==> config.mk <==
export PLATFORM = sky130hd
export DESIGN_NAME = utf16_to_utf8_percent_encoder_unit_flat
export DESIGN_NICKNAME = d
export VERILOG_FILES = /design/src/sv/u16pe_pkg.sv /design/src/sv/u16pe_ifs.sv /design/src/sv/utf16_to_utf8_percent_encoder_unit.sv /design/src/sv/u16pe_front.sv /design/src/sv/u16pe_fifo.sv /design/src/sv/u16pe_back.sv /design/src/flat_wrapper.sv
export SDC_FILE = /design/constraint.sdc
export NUM_CORES = 1
export LEC_CHECK = 0
export ABC_AREA = 0
export CORE_MARGIN = 2
export CORE_UTILIZATION = 55
export DETAILED_ROUTE_END_ITERATION = 16
export DONT_BUFFER_PORTS = 1
export PLACE_DENSITY = 0.74
export RECOVER_POWER = 100
export REMOVE_ABC_BUFFERS = 1
export SLEW_MARGIN = 20
export SYNTH_ARGS = -nofsm -noshare
export SYNTH_HDL_FRONTEND = slang
export SYNTH_SLANG_ARGS = --single-unit
==> constraint.sdc <==
create_clock -name clock -period 15.1 [get_ports clock]
set_input_delay 3.02 -clock clock [delete_from_list [all_inputs] [get_ports clock]]
set_output_delay 3.02 -clock clock [all_outputs]
set_load 0.01 [all_outputs]
==> src/sv/u16pe_pkg.sv <==
// Package for the UTF-16 to percent-encoded UTF-8 unit.
// Holds the queue item type, the character-phase enum, constants and the
// UTF-8 / hex helper functions. Depends on nothing.
package u16pe_pkg;

   localparam int unsigned FIFO_DEPTH_DEFAULT = 2;

   localparam logic [15:0] SURR_HI_MIN = 16'hD800;
   localparam logic [15:0] SURR_HI_MAX = 16'hDBFF;
   localparam logic [15:0] SURR_LO_MIN = 16'hDC00;
   localparam logic [15:0] SURR_LO_MAX = 16'hDFFF;
   localparam logic [20:0] SUPP_BASE   = 21'h010000;
   localparam logic [20:0] REPL_CP     = 21'h00FFFD;
   localparam logic [6:0]  CH_PERCENT  = 7'h25;

   // One queued unit of work: an optional flushed U+FFFD, then an optional code point.
   typedef struct packed {
      logic        flush;
      logic        emit;
      logic        last;
      logic [20:0] cp;
   } job_type;

   typedef struct packed {
      logic full;
      logic empty;
   } q_stat_type;

   typedef enum logic [1:0] {
      PH_PCT,
      PH_HI,
      PH_LO
   } phase_type;

   function automatic logic [2:0] utf8_len(input logic [20:0] cp);
      logic [2:0] n;
      if (cp < 21'h80) begin
         n = 3'd1;
      end else if (cp < 21'h800) begin
         n = 3'd2;
      end else if (cp < 21'h10000) begin
         n = 3'd3;
      end else begin
         n = 3'd4;
      end
      return n;
   endfunction

   function automatic logic [7:0] utf8_byte(input logic [20:0] cp, input logic [1:0] idx);
      logic [7:0] b;
      logic [2:0] n;
      n = utf8_len(cp);
      b = cp[7:0];
      case (n)
         3'd2: begin
            b = (idx == 2'd0) ? {3'b110, cp[10:6]} : {2'b10, cp[5:0]};
         end
         3'd3: begin
            case (idx)
               2'd0:    b = {4'b1110, cp[15:12]};
               2'd1:    b = {2'b10, cp[11:6]};
               default: b = {2'b10, cp[5:0]};
            endcase
         end
         3'd4: begin
            case (idx)
               2'd0:    b = {5'b11110, cp[20:18]};
               2'd1:    b = {2'b10, cp[17:12]};
               2'd2:    b = {2'b10, cp[11:6]};
               default: b = {2'b10, cp[5:0]};
            endcase
         end
         default: b = cp[7:0];
      endcase
      return b;
   endfunction

   // RFC 3986 unreserved set
   function automatic logic is_unreserved(input logic [7:0] b);
      return (b inside {[8'h41:8'h5A]}) || (b inside {[8'h61:8'h7A]}) ||
             (b inside {[8'h30:8'h39]}) || (b inside {8'h2D, 8'h5F, 8'h2E, 8'h7E});
   endfunction

   function automatic logic [6:0] hex_digit(input logic [3:0] nib);
      return (nib < 4'd10) ? (7'h30 + {3'b000, nib}) : (7'h37 + {3'b000, nib});
   endfunction

endpackage

==> src/sv/u16pe_ifs.sv <==
// Channel interfaces of the UTF-16 to percent-encoded UTF-8 unit.
// Valid/ready handshake; an item moves when both are high. No dependencies.
interface u16pe_req_if;
   logic        valid;
   logic        ready;
   logic [15:0] code_unit;
   logic        last_unit;

   modport source (output valid, code_unit, last_unit, input ready);
   modport sink   (input valid, code_unit, last_unit, output ready);
endinterface

interface u16pe_rsp_if;
   logic       valid;
   logic       ready;
   logic [6:0] out_char;
   logic       run_last;
   logic       string_end;

   modport source (output valid, out_char, run_last, string_end, input ready);
   modport sink   (input valid, out_char, run_last, string_end, output ready);
endinterface

==> src/sv/utf16_to_utf8_percent_encoder_unit.sv <==
// UTF-16 to percent-encoded UTF-8 unit: top level.
// Depends on u16pe_pkg, u16pe_ifs, u16pe_front, u16pe_fifo and u16pe_back.
//
// Use: feed UTF-16 code units on req_ch (code_unit, last_unit marking the
// final unit of a string). Each unit yields zero to eighteen ASCII
// characters on rsp_ch, one per item, with run_last on the final character
// of that unit and string_end on the final character of the string.
// A high surrogate is held and yields nothing until its partner arrives;
// surrogates that do not pair up come out as U+FFFD (%EF%BF%BD).
//
// The first character of a unit passes through the queue slot, the back
// end's job register and the output register on its way to rsp_ch.
// Throughput: one character per cycle while rsp_ch is ready, set by the
// back end's single character stage; a unit gives 1 character (unreserved
// ASCII), 3 (other ASCII), up to 18 (flushed U+FFFD and another U+FFFD).
// The front end takes a new unit every cycle while the queue has room.
//
// Reset clears the held surrogate, the queue and the output register.
// When rsp_ch stalls, the output register holds its character, the back
// end waits, the queue fills and req_ch.ready then drops.
module utf16_to_utf8_percent_encoder_unit #(
   parameter int unsigned FIFO_DEPTH = u16pe_pkg::FIFO_DEPTH_DEFAULT
) (
   input logic          clock,
   input logic          reset,
   u16pe_req_if.sink    req_ch,
   u16pe_rsp_if.source  rsp_ch
);

   u16pe_pkg::q_stat_type q_stat;
   u16pe_pkg::job_type    push_job;
   u16pe_pkg::job_type    head;
   logic                  push;
   logic                  pop;

   // classify units and pair surrogates
   u16pe_front u_front (
      .clock    (clock),
      .reset    (reset),
      .req_ch   (req_ch),
      .q_stat   (q_stat),
      .push     (push),
      .push_job (push_job)
   );

   // decouple classification from character expansion
   u16pe_fifo #(
      .DEPTH (FIFO_DEPTH)
   ) u_fifo (
      .clock    (clock),
      .reset    (reset),
      .push     (push),
      .push_job (push_job),
      .pop      (pop),
      .head     (head),
      .q_stat   (q_stat)
   );

   // expand each code point into bytes, and each byte into one or three characters
   u16pe_back u_back (
      .clock  (clock),
      .reset  (reset),
      .head   (head),
      .q_stat (q_stat),
      .pop    (pop),
      .rsp_ch (rsp_ch)
   );

endmodule

==> src/sv/u16pe_front.sv <==
// Front end: accepts code units, pairs surrogates, emits queue items.
// Depends on u16pe_pkg and u16pe_req_if.
module u16pe_front (
   input  logic                  clock,
   input  logic                  reset,
   u16pe_req_if.sink             req_ch,
   input  u16pe_pkg::q_stat_type q_stat,
   output logic                  push,
   output u16pe_pkg::job_type    push_job
);

   logic       pend_ff, pend_in;
   logic [9:0] hi_bits_ff, hi_bits_in;
   logic       is_high, is_low, take;

   assign req_ch.ready = !q_stat.full;
   assign take         = req_ch.valid && req_ch.ready;
   assign is_high      = req_ch.code_unit inside {[u16pe_pkg::SURR_HI_MIN:u16pe_pkg::SURR_HI_MAX]};
   assign is_low       = req_ch.code_unit inside {[u16pe_pkg::SURR_LO_MIN:u16pe_pkg::SURR_LO_MAX]};

   always_comb begin
      pend_in       = pend_ff;
      hi_bits_in    = hi_bits_ff;
      push_job.last = req_ch.last_unit;
      push_job.flush = 1'b0;
      push_job.emit  = 1'b1;
      push_job.cp    = {5'd0, req_ch.code_unit};
      if (pend_ff && is_low) begin
         push_job.cp = u16pe_pkg::SUPP_BASE + {1'b0, hi_bits_ff, req_ch.code_unit[9:0]};
         pend_in     = 1'b0;
      end else begin
         push_job.flush = pend_ff;
         pend_in        = 1'b0;
         if (is_high && !req_ch.last_unit) begin
            // hold the high half until its partner arrives
            push_job.emit = 1'b0;
            pend_in       = 1'b1;
            hi_bits_in    = req_ch.code_unit[9:0];
         end else if (is_high || is_low) begin
            push_job.cp = u16pe_pkg::REPL_CP;
         end
      end
      push = take && (push_job.flush || push_job.emit);
   end

   always_ff @(posedge clock) begin
      if (reset) begin
         pend_ff    <= 1'b0;
         hi_bits_ff <= '0;
      end else if (take) begin
         pend_ff    <= pend_in;
         hi_bits_ff <= hi_bits_in;
      end
   end

   a_last_clears_pend: assert property (@(posedge clock) disable iff (reset)
      take && req_ch.last_unit |=> !pend_ff)
      else $error("surrogate still held after end of string");

   a_end_always_pushes: assert property (@(posedge clock) disable iff (reset)
      take && req_ch.last_unit |-> push)
      else $error("end of string produced no queue item");

endmodule

==> src/sv/u16pe_fifo.sv <==
// Short queue between front end and back end.
// Depends on u16pe_pkg.
module u16pe_fifo #(
   parameter int unsigned DEPTH = u16pe_pkg::FIFO_DEPTH_DEFAULT
) (
   input  logic                  clock,
   input  logic                  reset,
   input  logic                  push,
   input  u16pe_pkg::job_type    push_job,
   input  logic                  pop,
   output u16pe_pkg::job_type    head,
   output u16pe_pkg::q_stat_type q_stat
);

   localparam int unsigned PTR_W = (DEPTH > 1) ? $clog2(DEPTH) : 1;
   localparam int unsigned CNT_W = $clog2(DEPTH + 1);

   u16pe_pkg::job_type slot_ff [DEPTH];
   logic [PTR_W-1:0] wr_ptr_ff, wr_ptr_in, rd_ptr_ff, rd_ptr_in;
   logic [CNT_W-1:0] count_ff, count_in;

   function automatic logic [PTR_W-1:0] wrap_inc(input logic [PTR_W-1:0] p);
      return (p == PTR_W'(DEPTH - 1)) ? '0 : p + PTR_W'(1);
   endfunction

   assign head         = slot_ff[rd_ptr_ff];
   assign q_stat.full  = (count_ff == CNT_W'(DEPTH));
   assign q_stat.empty = (count_ff == '0);

   always_comb begin
      wr_ptr_in = push ? wrap_inc(wr_ptr_ff) : wr_ptr_ff;
      rd_ptr_in = pop ? wrap_inc(rd_ptr_ff) : rd_ptr_ff;
      count_in  = count_ff + CNT_W'(push) - CNT_W'(pop);
   end

   always_ff @(posedge clock) begin
      if (push) begin
         slot_ff[wr_ptr_ff] <= push_job;
      end
   end

   always_ff @(posedge clock) begin
      if (reset) begin
         wr_ptr_ff <= '0;
         rd_ptr_ff <= '0;
         count_ff  <= '0;
      end else begin
         wr_ptr_ff <= wr_ptr_in;
         rd_ptr_ff <= rd_ptr_in;
         count_ff  <= count_in;
      end
   end

   a_no_overflow: assert property (@(posedge clock) disable iff (reset)
      push |-> !q_stat.full)
      else $error("push into full queue");

   a_no_underflow: assert property (@(posedge clock) disable iff (reset)
      pop |-> !q_stat.empty)
      else $error("pop from empty queue");

endmodule

==> src/sv/u16pe_back.sv <==
// Back end: expands queue items into UTF-8 bytes and percent-encoded characters.
// Depends on u16pe_pkg and u16pe_rsp_if.
module u16pe_back (
   input  logic                  clock,
   input  logic                  reset,
   input  u16pe_pkg::job_type    head,
   input  u16pe_pkg::q_stat_type q_stat,
   output logic                  pop,
   u16pe_rsp_if.source           rsp_ch
);

   logic                 active_ff, active_in;
   u16pe_pkg::job_type   job_ff, job_in;
   logic                 seg_flush_ff, seg_flush_in;
   logic [1:0]           idx_ff, idx_in;
   u16pe_pkg::phase_type phase_ff, phase_in;

   logic       rsp_valid_ff, rsp_valid_in;
   logic [6:0] rsp_char_ff, rsp_char_in;
   logic       rsp_run_last_ff, rsp_run_last_in;
   logic       rsp_end_ff, rsp_end_in;

   logic [20:0] cur_cp;
   logic [2:0]  cur_len;
   logic [7:0]  cur_byte;
   logic        safe, byte_done, last_byte, last_seg, final_char, out_free, step;
   logic [6:0]  char_val;

   assign cur_cp     = seg_flush_ff ? u16pe_pkg::REPL_CP : job_ff.cp;
   assign cur_len    = u16pe_pkg::utf8_len(cur_cp);
   assign cur_byte   = u16pe_pkg::utf8_byte(cur_cp, idx_ff);
   assign safe       = u16pe_pkg::is_unreserved(cur_byte);
   assign last_byte  = ({1'b0, idx_ff} == (cur_len - 3'd1));
   assign last_seg   = !seg_flush_ff || !job_ff.emit;
   assign out_free   = !rsp_valid_ff || rsp_ch.ready;
   assign step       = active_ff && out_free;
   assign pop        = !q_stat.empty && (!active_ff || (step && final_char));

   // character of the current phase
   always_comb begin
      byte_done = safe;
      char_val  = cur_byte[6:0];
      if (!safe) begin
         case (phase_ff)
            u16pe_pkg::PH_PCT: char_val = u16pe_pkg::CH_PERCENT;
            u16pe_pkg::PH_HI:  char_val = u16pe_pkg::hex_digit(cur_byte[7:4]);
            u16pe_pkg::PH_LO: begin
               char_val  = u16pe_pkg::hex_digit(cur_byte[3:0]);
               byte_done = 1'b1;
            end
            default:           char_val = u16pe_pkg::CH_PERCENT;
         endcase
      end
      final_char = byte_done && last_byte && last_seg;
   end

   // next phase, byte and segment
   always_comb begin
      active_in    = active_ff;
      job_in       = job_ff;
      seg_flush_in = seg_flush_ff;
      idx_in       = idx_ff;
      phase_in     = phase_ff;
      if (step) begin
         if (!byte_done) begin
            case (phase_ff)
               u16pe_pkg::PH_PCT: phase_in = u16pe_pkg::PH_HI;
               u16pe_pkg::PH_HI:  phase_in = u16pe_pkg::PH_LO;
               default:           phase_in = u16pe_pkg::PH_PCT;
            endcase
         end else begin
            phase_in = u16pe_pkg::PH_PCT;
            if (!last_byte) begin
               idx_in = idx_ff + 2'd1;
            end else if (!last_seg) begin
               seg_flush_in = 1'b0;
               idx_in       = 2'd0;
            end else begin
               active_in = 1'b0;
            end
         end
      end
      if (pop) begin
         active_in    = 1'b1;
         job_in       = head;
         seg_flush_in = head.flush;
         idx_in       = 2'd0;
         phase_in     = u16pe_pkg::PH_PCT;
      end
   end

   // output register
   always_comb begin
      rsp_valid_in    = rsp_valid_ff && !rsp_ch.ready;
      rsp_char_in     = rsp_char_ff;
      rsp_run_last_in = rsp_run_last_ff;
      rsp_end_in      = rsp_end_ff;
      if (step) begin
         rsp_valid_in    = 1'b1;
         rsp_char_in     = char_val;
         rsp_run_last_in = final_char;
         rsp_end_in      = final_char && job_ff.last;
      end
   end

   always_ff @(posedge clock) begin
      if (reset) begin
         active_ff    <= 1'b0;
         rsp_valid_ff <= 1'b0;
         phase_ff     <= u16pe_pkg::PH_PCT;
      end else begin
         active_ff    <= active_in;
         rsp_valid_ff <= rsp_valid_in;
         phase_ff     <= phase_in;
      end
   end

   always_ff @(posedge clock) begin
      job_ff          <= job_in;
      seg_flush_ff    <= seg_flush_in;
      idx_ff          <= idx_in;
      rsp_char_ff     <= rsp_char_in;
      rsp_run_last_ff <= rsp_run_last_in;
      rsp_end_ff      <= rsp_end_in;
   end

   assign rsp_ch.valid      = rsp_valid_ff;
   assign rsp_ch.out_char   = rsp_char_ff;
   assign rsp_ch.run_last   = rsp_run_last_ff;
   assign rsp_ch.string_end = rsp_end_ff;

   a_cp_seg_has_cp: assert property (@(posedge clock) disable iff (reset)
      active_ff && !seg_flush_ff |-> job_ff.emit)
      else $error("code point segment without a code point");

   a_end_on_run_last: assert property (@(posedge clock) disable iff (reset)
      rsp_valid_ff && rsp_end_ff |-> rsp_run_last_ff)
      else $error("string end not on the last character of a run");

endmodule
==> src/flat_wrapper.sv <==
// flat-port wrapper written by rule: the top's interface ports become plain ports
module utf16_to_utf8_percent_encoder_unit_flat 
#(
   parameter int unsigned FIFO_DEPTH = u16pe_pkg::FIFO_DEPTH_DEFAULT
)
  (clock, reset, req_ch_valid, req_ch_code_unit, req_ch_last_unit, req_ch_ready, rsp_ch_valid, rsp_ch_out_char, rsp_ch_run_last, rsp_ch_string_end, rsp_ch_ready);
  u16pe_req_if req_ch_i ();
  u16pe_rsp_if rsp_ch_i ();
  input logic clock;
  input logic reset;
  input wire logic [$bits(req_ch_i.valid)-1:0] req_ch_valid;
  input wire logic [$bits(req_ch_i.code_unit)-1:0] req_ch_code_unit;
  input wire logic [$bits(req_ch_i.last_unit)-1:0] req_ch_last_unit;
  output wire logic [$bits(req_ch_i.ready)-1:0] req_ch_ready;
  output wire logic [$bits(rsp_ch_i.valid)-1:0] rsp_ch_valid;
  output wire logic [$bits(rsp_ch_i.out_char)-1:0] rsp_ch_out_char;
  output wire logic [$bits(rsp_ch_i.run_last)-1:0] rsp_ch_run_last;
  output wire logic [$bits(rsp_ch_i.string_end)-1:0] rsp_ch_string_end;
  input wire logic [$bits(rsp_ch_i.ready)-1:0] rsp_ch_ready;
  assign req_ch_i.valid = req_ch_valid;
  assign req_ch_i.code_unit = req_ch_code_unit;
  assign req_ch_i.last_unit = req_ch_last_unit;
  assign req_ch_ready = req_ch_i.ready;
  assign rsp_ch_valid = rsp_ch_i.valid;
  assign rsp_ch_out_char = rsp_ch_i.out_char;
  assign rsp_ch_run_last = rsp_ch_i.run_last;
  assign rsp_ch_string_end = rsp_ch_i.string_end;
  assign rsp_ch_i.ready = rsp_ch_ready;
  utf16_to_utf8_percent_encoder_unit #(.FIFO_DEPTH(FIFO_DEPTH)) u_core (.clock(clock), .reset(reset), .req_ch(req_ch_i), .rsp_ch(rsp_ch_i));
endmodule
* Yosys cells after proc, flatten, opt, wreduce, memory -nomap -nowiden
Memories as Yosys holds them, arrays and structs flattened. A register that Yosys moved wholly into a read port is not among the register bits. Cells that the tools add are included.
Word-level totals: word-level logic and storage cells 146, input bits 21, memory bits (writable) 48, output and inout port bits 11, memories kept 1, register bits after elaboration 54
Memories:
- u_core.u_fifo.slot_ff | depth 2, bits a word 24, rd ports 1, clocked after Yosys merged registers in 1, write ports 1, RTL line u16pe_fifo.sv:18 | u16pe_pkg::job_type slot_ff [DEPTH];
Operators by class: $lt $le $gt $ge 15, bitwise operators 1, equality and inequality tests 15, muxes and demuxes 42, add/subtract/negate cells 11, reductions and logical operators 45
Operators by type and width (number):
- $mux W21 | 2
- $ge A16 B16 Y1 const B | 2
- $le A16 B16 Y1 const B | 2
- $mux W16 | 2
- $add A6 B4 Y7 const A | 4
- $mux W7 | 4
- $pmux W7 S2 | 2
- $pmux W8 S3 | 1
- $mux W1 | 22
- $add A17 B20 Y21 const A | 1
- $lt A21 B12 Y1 const B | 1
- $lt A21 B17 Y1 const B | 1
- $lt A21 B8 Y1 const B | 1
- $pmux W7 S3 | 1
- $eq A8 B6 Y1 const B | 2
- $eq A8 B7 Y1 const B | 2
- $ge A8 B7 Y1 const B | 2
- $le A8 B7 Y1 const B | 2
- $logic_and A1 B1 Y1 | 16
- $mux W3 | 3
- $ge A8 B6 Y1 const B | 1
- $le A8 B6 Y1 const B | 1
- $logic_not A1 Y1 | 8
- $logic_or A1 B1 Y1 | 8
- 22 further kinds | 38

* Longest topological paths before layout
Gate-level depths: netlist of the first run.
word-level depth 20, mapped depth 28, depth with buffers taken out 26

* Cells and area by module
A second synthesis of the first run with hierarchy kept.
Second synthesis, totals: cells, all modules 496, area, all modules 5741.8 sq um
By module, submodules not included:
- u16pe_back | cells an instance 305, area each 2881.5 sq um, instances 1
- u16pe_fifo | cells an instance 96, area each 2054.5 sq um, instances 1
- u16pe_front | cells an instance 95, area each 805.8 sq um, instances 1

* Worst setup path after synthesis of the first run
No wires, ideal clock.
path type flip-flop to flip-flop, start register u_core.u_back.job_ff[20] (netlist name), end register u_core.u_fifo.count_ff[1], path buffers 3, required time 14972 ps, library setup time 128 ps, slack 8740 ps, clock period less this slack 6360 ps, data arrival time 6232 ps, cell stages (with the launch flop) 29, path through edfxtp_1 -> or4_1 -> buf_2 -> or3_4 -> buf_6 -> clkbuf_1 -> nand2_1 -> inv_1 -> ha_1 -> and2_1 -> a31oi_1 -> a31oi_1 -> or4_4 -> o21ai_0 -> ha_1 -> o311a_1 -> o21ai_1 -> o2111a_1 -> o21ai_0 -> a31oi_1 -> or4_1 -> o311ai_2 -> nand2_2 -> ha_1 -> inv_1 -> ha_1 -> xor2_1 -> xnor2_1 -> nor2_1
On the way: cells in the longest elaborated chain, start to end 19, elaborated cells between the ends (all ways) 38, those cells by class 2 x add/sub; 9 x order compare; 8 x eq/ne; 7 x mux; 12 x reduce/logical
Ends and longest elaborated chain:
- from (decl) | RTL line u16pe_back.sv:13 | u16pe_pkg::job_type job_ff, job_in;
- from (signal assigned) | RTL line u16pe_back.sv:119 | job_ff <= job_in;
- $mux W21 (*) | RTL line u16pe_back.sv:29 | assign cur_cp = seg_flush_ff ? u16pe_pkg::REPL_CP : job_ff.cp;
- $lt A21 B17 Y1 | RTL line u16pe_pkg.sv:41 | end else if (cp < 21'h10000) begin
- $mux W3 | RTL line u16pe_pkg.sv:41
- $mux W3 | RTL line u16pe_pkg.sv:39 | end else if (cp < 21'h800) begin
- $mux W3 | RTL line u16pe_pkg.sv:37 | if (cp < 21'h80) begin
- $eq A3 B3 Y1 / $eq A3 B2 Y1 (equally long branches) | RTL line u16pe_pkg.sv:54 | case (n)
- $pmux W8 S3 | RTL line u16pe_pkg.sv:54
- $ge A8 B7 Y1 / $le A8 B7 Y1 (equally long branches) | RTL line u16pe_pkg.sv:80 | return (b inside {[8'h41:8'h5A]}) || (b inside {[8'h61:8'h7A]}) ||
- [... 3 more ...]
- $logic_or A1 B1 Y1 | RTL line u16pe_pkg.sv:81 | (b inside {[8'h30:8'h39]}) || (b inside {8'h2D, 8'h5F, 8'h2E, 8'h7E});
- $mux W1 | RTL line u16pe_back.sv:43 | if (!safe) begin
- $logic_and A1 B1 Y1 (*) (2 in a row) | RTL line u16pe_back.sv:54 | final_char = byte_done && last_byte && last_seg;
- $logic_and A1 B1 Y1 (*) | RTL line u16pe_back.sv:37 | assign pop = !q_stat.empty && (!active_ff || (step && final_char));
- $logic_or A1 B1 Y1 (*) | RTL line u16pe_back.sv:37
- $logic_and A1 B1 Y1 (*) | RTL line u16pe_back.sv:37
- named net u_core.pop | RTL line utf16_to_utf8_percent_encoder_unit.sv:34 | logic pop;
- $sub A2 B1 Y2 (*) | RTL line u16pe_fifo.sv:33 | count_in = count_ff + CNT_W'(push) - CNT_W'(pop);
- to (signal assigned) | RTL line u16pe_fifo.sv:50 | count_ff <= count_in;
- to (decl) | RTL line u16pe_fifo.sv:20 | logic [CNT_W-1:0] count_ff, count_in;
Mark *: on every way through the listed nets, which the timed path passes. The rest lies on a longest branch. A chain may end at the register's enable or synchronous reset.

* Worst setup path in the final report of the first run
start register u_core.u_back.job_ff[16] (netlist name), end register u_core.u_fifo.count_ff[1]
The elaborated chain is that of the path after synthesis.

==> results.tsv, run 1 <==
stage	metric	value	unit
power	cellLeakagePower	1.995	nW
timing	period_needed	8.128	ns
die	die_h	104.3	um
timing	hold_viol_final	0	
clocking	cts_hold_buf	0	
yosys	synth_warnings	0	
drt	vias	3772	
drt	drcViolationCount	0	
run_status	violations	capacitance limit, slew limit	
worst_hold_path	hold_class	flop to flop	
yosys	synthArstFlopShare	0	%
timing	fmax	123.0	MHz
die	pin_count	32	
placement	numPortBuffers	0	
placement	dp_slack	8.173	ns
yosys	yosysSeqAreaShare	51.97	%
setup_path	crit_type	flop to flop	
grt	antenna_found_initial	0	
timing	slew_headroom	-3.248	%
timing	holdWs	0.4828	ns
run_status	outcome	complete, but fails checks	
finish	fin_util	58.81	%
yosys	syn_area	0.005528	sq mm
grt	track_usage	22.15	%
setup_path	cp_common_cell	ha_1	
drt	antenna_left	0	
clocking	clock_latency	0.37	ns
die	die_w	104.3	um
clocking	cts_max_level	3	
clocking	cts_buffers	9	
yosys	syn_area_per_cell	11.47	sq um
grt	grt-ovfl-total	0	
placement	dp_cells	597	
power	power_density	168.9	mW/mm^2
setup_path	crit_arrival	8.39	ns
grt	grt_pass1_wl	19.01	mm
timing	final.setup.tns	0	ns
run	drv_cap	1	
clocking	cts_root_buf	clkbuf_8	
setup_path	worst_setup_path_end_kind	flop	
finish	final_cells	613	
die	row_count	36	
finish	area_growth	3.984	%
placement	gp_congestion	0.9492	
yosys	ys_ff_latch	103	
finish	final_nets	521	
placement	place_area	0.005627	sq mm
timing	skew	0.01720	ns
finish	diodes	0	
yosys	synthFlopType	edfxtp_1	
yosys	ys_types	77	
die	dieArea	0.01087	sq mm
timing	tightest_slew	1.548	ns
timing	period_share	53.83	%
drt	dr.first_iter.drc_count	184	
yosys	synth-edff-count	81	
grt	grt_max_degree	33	
finish	final_cell_mix	81 x edfxtp_1, 49 x nor2_1, 26 x nand2_1, 26 x inv_1	
drt	first_pass_iters	5	
yosys	synthCells	482	
power	total_power	0.9709	mW
timing	slew_violations	25	
die	core	0.009774	sq mm
grt	grt_pass1_vias	3786	
setup_path	start_kind	flop	
clocking	cts_tree	yes	
finish	fillCellCount	836	
drt	drt-vias-per-instance	6.153	
drt	drt_wl_total	11.77	mm
setup_path	rrSetupSlack	6.97	ns
power	vdd_drop_max	95.01	uV
placement	dp_hpwl	8.412	mm
clocking	clockBufferDepth	2	
die	floorplan.initialDensity	56.55	%
drt	avgRoutedWirePerCell	19.19	um
finish	post_route_cells_drive_above_1_share	11.25	%
clocking	post-cts-setup-buffers	0	
setup_path	cp.required	15.37	ns
setup_path	slowest_delay	0.88	ns
timing	rsz0062_at_grt	false	
clocking	post_cts_resize_count	0	
clocking	cts_sinks	103	
timing	fin_ws	6.972	ns
setup_path	path_max_fanout	31	
finish	final_common_cell	edfxtp_1	
finish	final_area	0.005748	sq mm
timing	setup_viol	0	
setup_path	crit_slowest_cell	nand2_1	
clocking	path_clk_slew	0.10	ns
## state kept, by name, summed over array words and instances, names as in the netlist, 2 cells and up, named ones only
register	cells
u_core.u_back.rsp_ch.out_char	7
u_core.u_back.phase_ff	2
u_core.u_front.hi_bits_ff	10
u_core.u_back.job_ff	23
u_core.u_fifo.slot_ff	48
u_core.u_back.idx_ff	2
u_core.u_fifo.count_ff	2
## power by group
group | switching, mW | leakage, nW | internal (mW)
combinational | 0.236 | 0.972 | 0.142
sequential | 0.0580 | 0.942 | 0.384
clock | 0.0921 | 0.0811 | 0.0597
## cell type report
class                           instances  area, sq um  share of cell area (%)
Multi-Input combinational cell        332         2427                   42.23
Clock inverter                          7        45.04                  0.7836
Tap cell                              133        166.4                   2.895
Inverter                               27        101.3                   1.763
Sequential cell                       103         2873                   49.98
Clock buffer                            9        123.9                   2.155
Timing Repair Buffer                    2        11.26                  0.1959
## synthesized netlist by cell type (13+ instances only)
library cell / number / area (sq um)
a21oi_1: 16 / 80.08
ha_1: 25 / 312.8
dfxtp_1: 22 / 440.4
mux2_2: 28 / 315.3
nor3_1: 13 / 65.06
nand2_1: 25 / 93.84
o21ai_0: 14 / 70.07
inv_1: 26 / 97.59
nor2_1: 49 / 183.9
mux2i_1: 14 / 140.1
clkbuf_1: 14 / 52.55
edfxtp_1: 81 / 2432
## cells by family (layout without fill, tap and decap cells)
| family | Yosys count | count (layout) | synth area share (%) |
|---|---|---|---|
| adders and majority gates | 25 | 25 | 5.659 |
| muxes | 44 | 44 | 8.646 |
| xor gates and xnor gates | 8 | 8 | 1.268 |
| AOI/OAI and AO/OA | 113 | 113 | 15.80 |
| and+or+nand+nor | 142 | 142 | 13.24 |
| DFF | 103 | 103 | 51.97 |
| buffers and inverters | 47 | 45 | 3.418 |
## final timing paths
check                             from                   endpoint  cells past startpoint
max           u_core.u_back.job_ff[16]  u_core.u_fifo.count_ff[1]                     26
max reg2reg   u_core.u_back.job_ff[16]  u_core.u_fifo.count_ff[1]                     26
min          u_core.u_back.phase_ff[1]  u_core.u_back.phase_ff[1]                      2
min reg2reg  u_core.u_back.phase_ff[1]  u_core.u_back.phase_ff[1]                      2
## critical path, delay by kind of cell (launching register included)
family	cells	cell delay, ns
DFF	1	0.51
xor gates and xnor gates	2	0.34
and+or+nand+nor	9	3.74
AOI/OAI and AO/OA	8	1.83
buffers and inverters	3	0.28
adders and majority gates	4	1.33
## per-layer routing
layer	global-route usage, %	share of wire (%)	vias to the layer above
met5	0	0	-
met4	9.653	3.1	0
met3	4.386	4.2	26
met2	36.14	49	109
met1	28.85	44	1839
li1	-	-	1798
(Power assumes the default switching activity.)
==> run 2, diff against run 1 <==
ABC_AREA = 1   (was 0)
clock period = 8.4 ns   (was 15.1 ns; I/O delays follow)
==> results.tsv, run 2 <==
stage	metric	value	unit	change
clocking	post-cts-setup-buffers	0		unchanged
timing	skew	0.01700	ns	was 0.01720 ns
drt	drt-vias-per-instance	5.383		was 6.153
run	drv_cap	0		was 1
drt	vias	4037		was 3,772
power	cellLeakagePower	2.389	nW	was 1.995 nW
yosys	yosys.area.top_type	edfxtp_1		unchanged
setup_path	path_delay_family	simple AND/OR/NAND/NOR gates		unchanged
setup_path	slowest_delay	0.92	ns	was 0.88 ns
grt	grt_max_degree	27		was 33
placement	gp_congestion	0.9436		was 0.9492
clocking	cts_tree	yes		unchanged
grt	track_usage	20.80	%	was 22.15%
clocking	cts_hold_buf	0		unchanged
worst_hold_path	hold_class	flop to flop		unchanged
yosys	syn_area	0.005719	sq mm	was 0.005528 sq mm
timing	final.setup.tns	0	ns	unchanged
grt	antenna_found_initial	0		unchanged
yosys	synth-edff-count	81		unchanged
run_status	outcome	finished, final reports clean		was complete, but fails checks
clocking	cts_root_buf	clkbuf_8		unchanged
setup_path	start_kind	flop		unchanged
yosys	synth_warnings	0		unchanged
setup_path	crit_type	flop to flop		unchanged
yosys	yosysSeqAreaShare	50.23	%	was 51.97%
placement	dp_hpwl	8.496	mm	was 8.412 mm
timing	fmax	152.0	MHz	was 123.0 MHz
timing	slew_violations	0		was 25
yosys	ys_ff_latch	103		unchanged
timing	slew_headroom	7.921	%	was -3.248%
yosys	synthFlopType	edfxtp_1		unchanged
finish	layout_top_registers	u_core.u_fifo.slot_ff x48, u_core.u_back.job_ff x23, u_core.u_front.hi_bits_ff x10		unchanged
yosys	synthArstFlopShare	0	%	unchanged
setup_path	path_max_fanout	26		was 31
die	floorplan.initialDensity	55.90	%	was 56.55%
setup_path	critPathBufInv	4		was 3
yosys	synth_common_cells	99 x nor2_1, 94 x nand2_1, 81 x edfxtp_1, 67 x inv_1, 30 x o21ai_0		was 81 x edfxtp_1, 49 x nor2_1, 28 x mux2_2, 26 x inv_1
setup_path	crit_arrival	6.84	ns	was 8.39 ns
finish	final_cell_mix	99 x nor2_1, 96 x nand2_1, 81 x edfxtp_1		was 81 x edfxtp_1, 49 x nor2_1, 26 x nand2_1, 26 x inv_1
yosys	syn_area_per_cell	9.360	sq um	was 11.47 sq um
setup_path	crit_slowest_cell	edfxtp_1		was nand2_1
clocking	cts_max_level	3		unchanged
drt	drcViolationCount	0		unchanged
timing	tightest_slew	1.381	ns	was 1.548 ns
grt	grt_pass1_wl	18.62	mm	was 19.01 mm
die	die_w	106.0	um	was 104.3 um
drt	antenna_left	0		unchanged
finish	final_nets	655		was 521
power	power_density	304.6	mW/mm^2	was 168.9 mW/mm^2
die	die_h	106.0	um	was 104.3 um
grt	grt-ovfl-total	0		unchanged
drt	first_pass_iters	5		unchanged
yosys	yosysTopAreaCellShare	42.53	%	was 44.00%
drt	drt_wl_total	11.13	mm	was 11.77 mm
setup_path	cp.required	8.66	ns	was 15.37 ns
die	core	0.01023	sq mm	was 0.009774 sq mm
finish	final_common_cell	nor2_1		was edfxtp_1
yosys	synthTopCellsByArea	edfxtp_1 43%, dfxtp_1 7.7%, nor2_1 6.5%, nand2_1 6.2%, ha_1 5.5%		was edfxtp_1 44%, dfxtp_1 8.0%, mux2_2 5.7%, ha_1 5.7%, nor2_1 3.3%
clocking	cts_buffers	9		unchanged
finish	diodes	0		unchanged
yosys	synth.most_common_cell	nor2_1		was edfxtp_1
setup_path	cp_common_cell	ha_1		unchanged
die	row_count	37		was 36
yosys	synthCells	611		was 482
drt	dr.first_iter.drc_count	197		was 184
grt	grt_pass1_vias	3871		was 3,786
yosys	ys_types	49		was 77
timing	hold_viol_final	0		unchanged
clocking	clockBufferDepth	2		unchanged
timing	setup_viol	0		unchanged
finish	top_register	u_core.u_fifo.slot_ff		unchanged
finish	area_growth	4.069	%	was 3.984%
timing	period_needed	6.579	ns	was 8.128 ns
clocking	post_cts_resize_count	0		unchanged
finish	post_route_cells_drive_above_1_share	13.03	%	was 11.25%
drt	avgRoutedWirePerCell	14.83	um	was 19.19 um
die	pin_count	32		unchanged
finish	fillCellCount	869		was 836
clocking	path_clk_slew	0.11	ns	was 0.10 ns
finish	largest_reg_flops	48		unchanged
power	vdd_drop_max	167.8	uV	was 95.01 uV
placement	numPortBuffers	0		unchanged
setup_path	worst_setup_path_end_kind	flop		unchanged
timing	period_share	78.32	%	was 53.83%
power	total_power	1.813	mW	was 0.9709 mW
die	dieArea	0.01123	sq mm	was 0.01087 sq mm
clocking	clock_latency	0.36	ns	was 0.37 ns
clocking	cts_sinks	103		unchanged
timing	rsz0062_at_grt	false		unchanged
-- run 2: logic make-up after synthesis --
group	after synthesis	synth area share, %
simple gates	279	23.39
fa+ha+maj	25	5.469
compound gates	82	8.510
buf+inv	93	6.935
flops	103	50.23
xor+xnor	5	0.7657
mux	24	4.704
-- run 2: final cells by class --
cell class | instances | area [sq um] | share of cell area (%)
Sequential cell | 103 | 2873 | 48.27
Multi-Input combinational cell | 415 | 2417 | 40.61
Timing Repair Buffer | 2 | 7.507 | 0.1261
Tap cell | 136 | 170.2 | 2.859
Clock inverter | 7 | 65.06 | 1.093
Inverter | 78 | 295.3 | 4.961
Clock buffer | 9 | 123.9 | 2.081
-- run 2: per-stage QoR --
stage / cell area, sq um / hold slack (ns) / setup WS [ns] / utilization, % / cells
floorplan: 5618 / 0.4373 / 3.621 / - / 596
global placement: 5808 / 0.4523 / 3.023 / 56.77 / 734
detailed placement: 5808 / 0.4811 / 2.852 / 56.77 / 734
CTS: 5997 / 0.4986 / 2.816 / 58.62 / 750
global route: 5952 / 0.5162 / 1.155 / 58.18 / 750
finish: 5952 / 0.5004 / 1.821 / 58.18 / 750
-- run 2: where the power goes --
part	leakage [nW]	switching (mW)	internal [mW]
registers	0.936	0.0855	0.689
clock network	0.0978	0.176	0.115
logic	1.35	0.500	0.248
total	2.39	0.762	1.05
-- run 2: final timing paths --
check	start	end	slack, ns	cells past startpoint
setup reg to reg	u_core.u_back.seg_flush_ff	u_core.u_fifo.count_ff[1]	1.82	28
hold reg to reg	u_core.u_fifo.count_ff[1]	u_core.u_fifo.count_ff[1]	0.50	1
hold / removal	u_core.u_fifo.count_ff[1]	u_core.u_fifo.count_ff[1]	0.50	1
setup / recovery	u_core.u_back.seg_flush_ff	u_core.u_fifo.count_ff[1]	1.82	28
-- run 2: worst register-to-register path, delay by kind of cell (launching register included) --
kind / cells / cell delay [ns]
AND/OR/NAND/NOR: 14 / 2.20
AO/OA/AOI/OAI: 5 / 1.33
adder cells (fa/ha/maj): 4 / 1.02
flip-flops: 1 / 0.92
buffers and inverters: 4 / 0.89
XOR/XNOR: 1 / 0.15
-- run 2: layer usage --
layer	vias up	share of wire, %	track usage [%]
met5	-	0	0
met4	0	2.9	9.586
met3	28	4.2	3.127
met2	124	48	34.61
met1	1850	45	26.96
li1	2035	-	-
==> run 3, diff against run 2 <==
PLACE_DENSITY = 0.77   (was 0.74)
clock period = 5.5 ns   (was 8.4 ns; I/O delays follow)
==> results.tsv, run 3 (synthesis results as in run 2) <==
stage	metric	value	unit	change
finish	multi_input_area	0.002450	sq mm	was 0.002417 sq mm
timing	fmax	200.6	MHz	was 152.0 MHz
finish	final_area	0.006021	sq mm	was 0.005952 sq mm
finish	register_area	0.002873	sq mm	unchanged
power	p_int	1.642	mW	was 1.051 mW
grt	grt-ovfl-total	0		unchanged
run	drv_cap	1		was 0
placement	dp_slack	0.3154	ns	was 2.852 ns
timing	period_needed	4.984	ns	was 6.579 ns
timing	rsz0062_at_grt	false		unchanged
timing	slew_headroom	-28.89	%	was 7.921%
finish	largest_reg_flops	48		unchanged
timing	hold_viol_final	0		unchanged
grt	grt_pass1_vias	3941		was 3,871
finish	final_nets	658		was 655
grt	track_usage	21.84	%	was 20.80%
power	p_clk_share	16.3	%	was 16.0%
die	dieArea	0.01123	sq mm	unchanged
power	switchingPower	1.205	mW	was 0.7616 mW
setup_path	crit_start	u_core.u_back.seg_flush_ff		unchanged
die	pin_count	32		unchanged
run_status	outcome	complete, but fails checks		was finished, final reports clean
timing	tightest_slew	1.926	ns	was 1.381 ns
placement	place_area	0.005828	sq mm	was 0.005808 sq mm
grt	grt_pass1_wl	19.44	mm	was 18.62 mm
power	pwr-share-comb	42.6	%	was 41.2%
worst_hold_path	hold_class	flop to flop		unchanged
setup_path	r2r-end	u_core.u_fifo.count_ff[1]		unchanged
clocking	cts_buffers	9		unchanged
timing	setup_viol	0		unchanged
timing	final.setup.tns	0	ns	unchanged
run_status	violations	capacitance limit, slew limit		
drt	drcViolationCount	0		unchanged
power	power_density	472.7	mW/mm^2	was 304.6 mW/mm^2
setup_path	crit_slowest_cell	edfxtp_1		unchanged
clocking	path_clk_slew	0.11	ns	about the same
drt	first_pass_iters	7		was 5
power	cellLeakagePower	2.418	nW	was 2.389 nW
setup_path	start_kind	flop		unchanged
setup_path	cp.required	5.80	ns	was 8.66 ns
timing	skew	0.01956	ns	was 0.01700 ns
finish	fillCellCount	853		was 869
power	vdd_drop_max	225.2	uV	was 167.8 uV
clocking	clockBufferDepth	2		unchanged
setup_path	crit_arrival	5.28	ns	was 6.84 ns
drt	avgRoutedWirePerCell	15.42	um	was 14.83 um
finish	final_cell_mix	99 x nor2_1, 94 x nand2_1, 81 x edfxtp_1		was 99 x nor2_1, 96 x nand2_1, 81 x edfxtp_1
timing	slew_violations	24		was 0
setup_path	crit_type	flop to flop		unchanged
power	p_sw_share	42.32	%	was 42.01%
clocking	cts_root_buf	clkbuf_8		unchanged
finish	post_route_cells_drive_above_1_share	14.26	%	was 13.03%
finish	final_common_cell	nor2_1		unchanged
drt	dr.first_iter.drc_count	169		was 197
setup_path	slowest_delay	0.47	ns	was 0.92 ns
clocking	cts_sinks	103		unchanged
placement	dp_hpwl	8.749	mm	was 8.496 mm
placement	numPortBuffers	0		unchanged
die	die_h	106.0	um	unchanged
timing	period_share	90.62	%	was 78.32%
finish	layout_top_registers	u_core.u_fifo.slot_ff x48, u_core.u_back.job_ff x23, u_core.u_front.hi_bits_ff x10		unchanged
grt	antenna_found_initial	0		unchanged
setup_path	crit_end	u_core.u_fifo.count_ff[1]		unchanged
timing	fin_ws	0.5157	ns	was 1.821 ns
drt	antenna_left	0		unchanged
die	floorplan.initialDensity	55.90	%	unchanged
drt	drt_wl_total	11.61	mm	was 11.13 mm
setup_path	ff2ff_path_depth	31		was 28
die	core	0.01023	sq mm	unchanged
clocking	cts_tree	yes		unchanged
setup_path	path_max_fanout	26		unchanged
clocking	cts_max_level	3		unchanged
power	p_seq_share	41.1	%	was 42.7%
setup_path	worst_setup_path_end_kind	flop		unchanged
setup_path	r2r-start	u_core.u_back.seg_flush_ff		unchanged
drt	vias	4105		was 4,037
finish	area_growth	5.272	%	was 4.069%
timing	holdWs	0.4948	ns	was 0.5004 ns
setup_path	rrSetupSlack	0.52	ns	was 1.82 ns
finish	diodes	0		unchanged
die	row_count	37		unchanged
drt	drt-vias-per-instance	5.452		was 5.383
die	die_w	106.0	um	unchanged
clocking	clock_latency	0.36	ns	about the same
grt	grt_max_degree	27		unchanged
finish	top_register	u_core.u_fifo.slot_ff		unchanged
placement	gp_congestion	0.9260		was 0.9436
==> run 3: power groups by stage <==
stage / Sequential, mW / Combinational, mW / Clock [mW]
2_1_floorplan: 1.17 / 0.895 / 0
3_3_place_gp: 1.19 / 1.17 / 0
3_5_place_dp: 1.19 / 1.19 / 0
4_1_cts: 1.17 / 1.20 / 0.473
5_1_grt: 1.19 / 1.35 / 0.502
6_report: 1.17 / 1.21 / 0.464
==> run 3: critical path, delay by kind of cell, from the launching register on <==
| kind | cells | cell delay [ns] |
|---|---|---|
| simple gates | 15 | 1.84 |
| flops | 1 | 0.47 |
| compound gates | 4 | 0.62 |
| xor+xnor | 1 | 0.17 |
| buf+inv | 7 | 0.89 |
| fa+ha+maj | 4 | 0.90 |
==> run 3: how the worst min path moves through the flow <==
stage | start | endpoint | slack (ns) | depth (start not counted)
after floorplan | u_core.u_fifo.count_ff[1] | u_core.u_fifo.count_ff[1] | 0.44 | 1
after global placement | u_core.u_fifo.count_ff[1] | u_core.u_fifo.count_ff[1] | 0.45 | 1
after detailed placement | u_core.u_front.pend_ff | u_core.u_front.pend_ff | 0.48 | 2
after CTS | u_core.u_back.active_ff | u_core.u_back.rsp_ch.valid | 0.50 | 2
after global routing | u_core.u_back.active_ff | u_core.u_back.rsp_ch.valid | 0.50 | 2
final | u_core.u_back.active_ff | u_core.u_back.rsp_ch.valid | 0.49 | 2
==> run 3: what timing repair did <==
item                                    4_1_cts  5_1_grt
resized for setup                             0        2
hold buffers                                  0        0
setup buffers                                 0        1
endpoints found under the setup margin        0        1
==> run 3: routing by layer <==
layer / share of wire, % / vias up / wire [um] / GRT usage, %
met3: 4.8 / 19 / 559 / 3.924
li1: - / 2028 / - / -
met2: 50 / 145 / 5857 / 38.48
met1: 43 / 1913 / 4947 / 27.16
met4: 2.1 / 0 / 248 / 7.331
met5: 0 / - / 0 / 0
==> run 3: layout make-up <==
class,instances,share of cell area [%]
Sequential cell,103,47.71
Clock buffer,10,2.286
Multi-Input combinational cell,415,40.69
Timing Repair Buffer,5,0.4988
Clock inverter,6,1.039
Tap cell,136,2.826
Inverter,78,4.946
==> run 3: metrics by stage <==
step	power, mW	cells	utilization (%)
3_3_place_gp	2.362	736	56.92
2_1_floorplan	2.063	596	-
4_1_cts	2.844	752	58.92
6_report	2.846	753	58.85
3_5_place_dp	2.382	736	56.96
5_1_grt	3.039	753	58.85
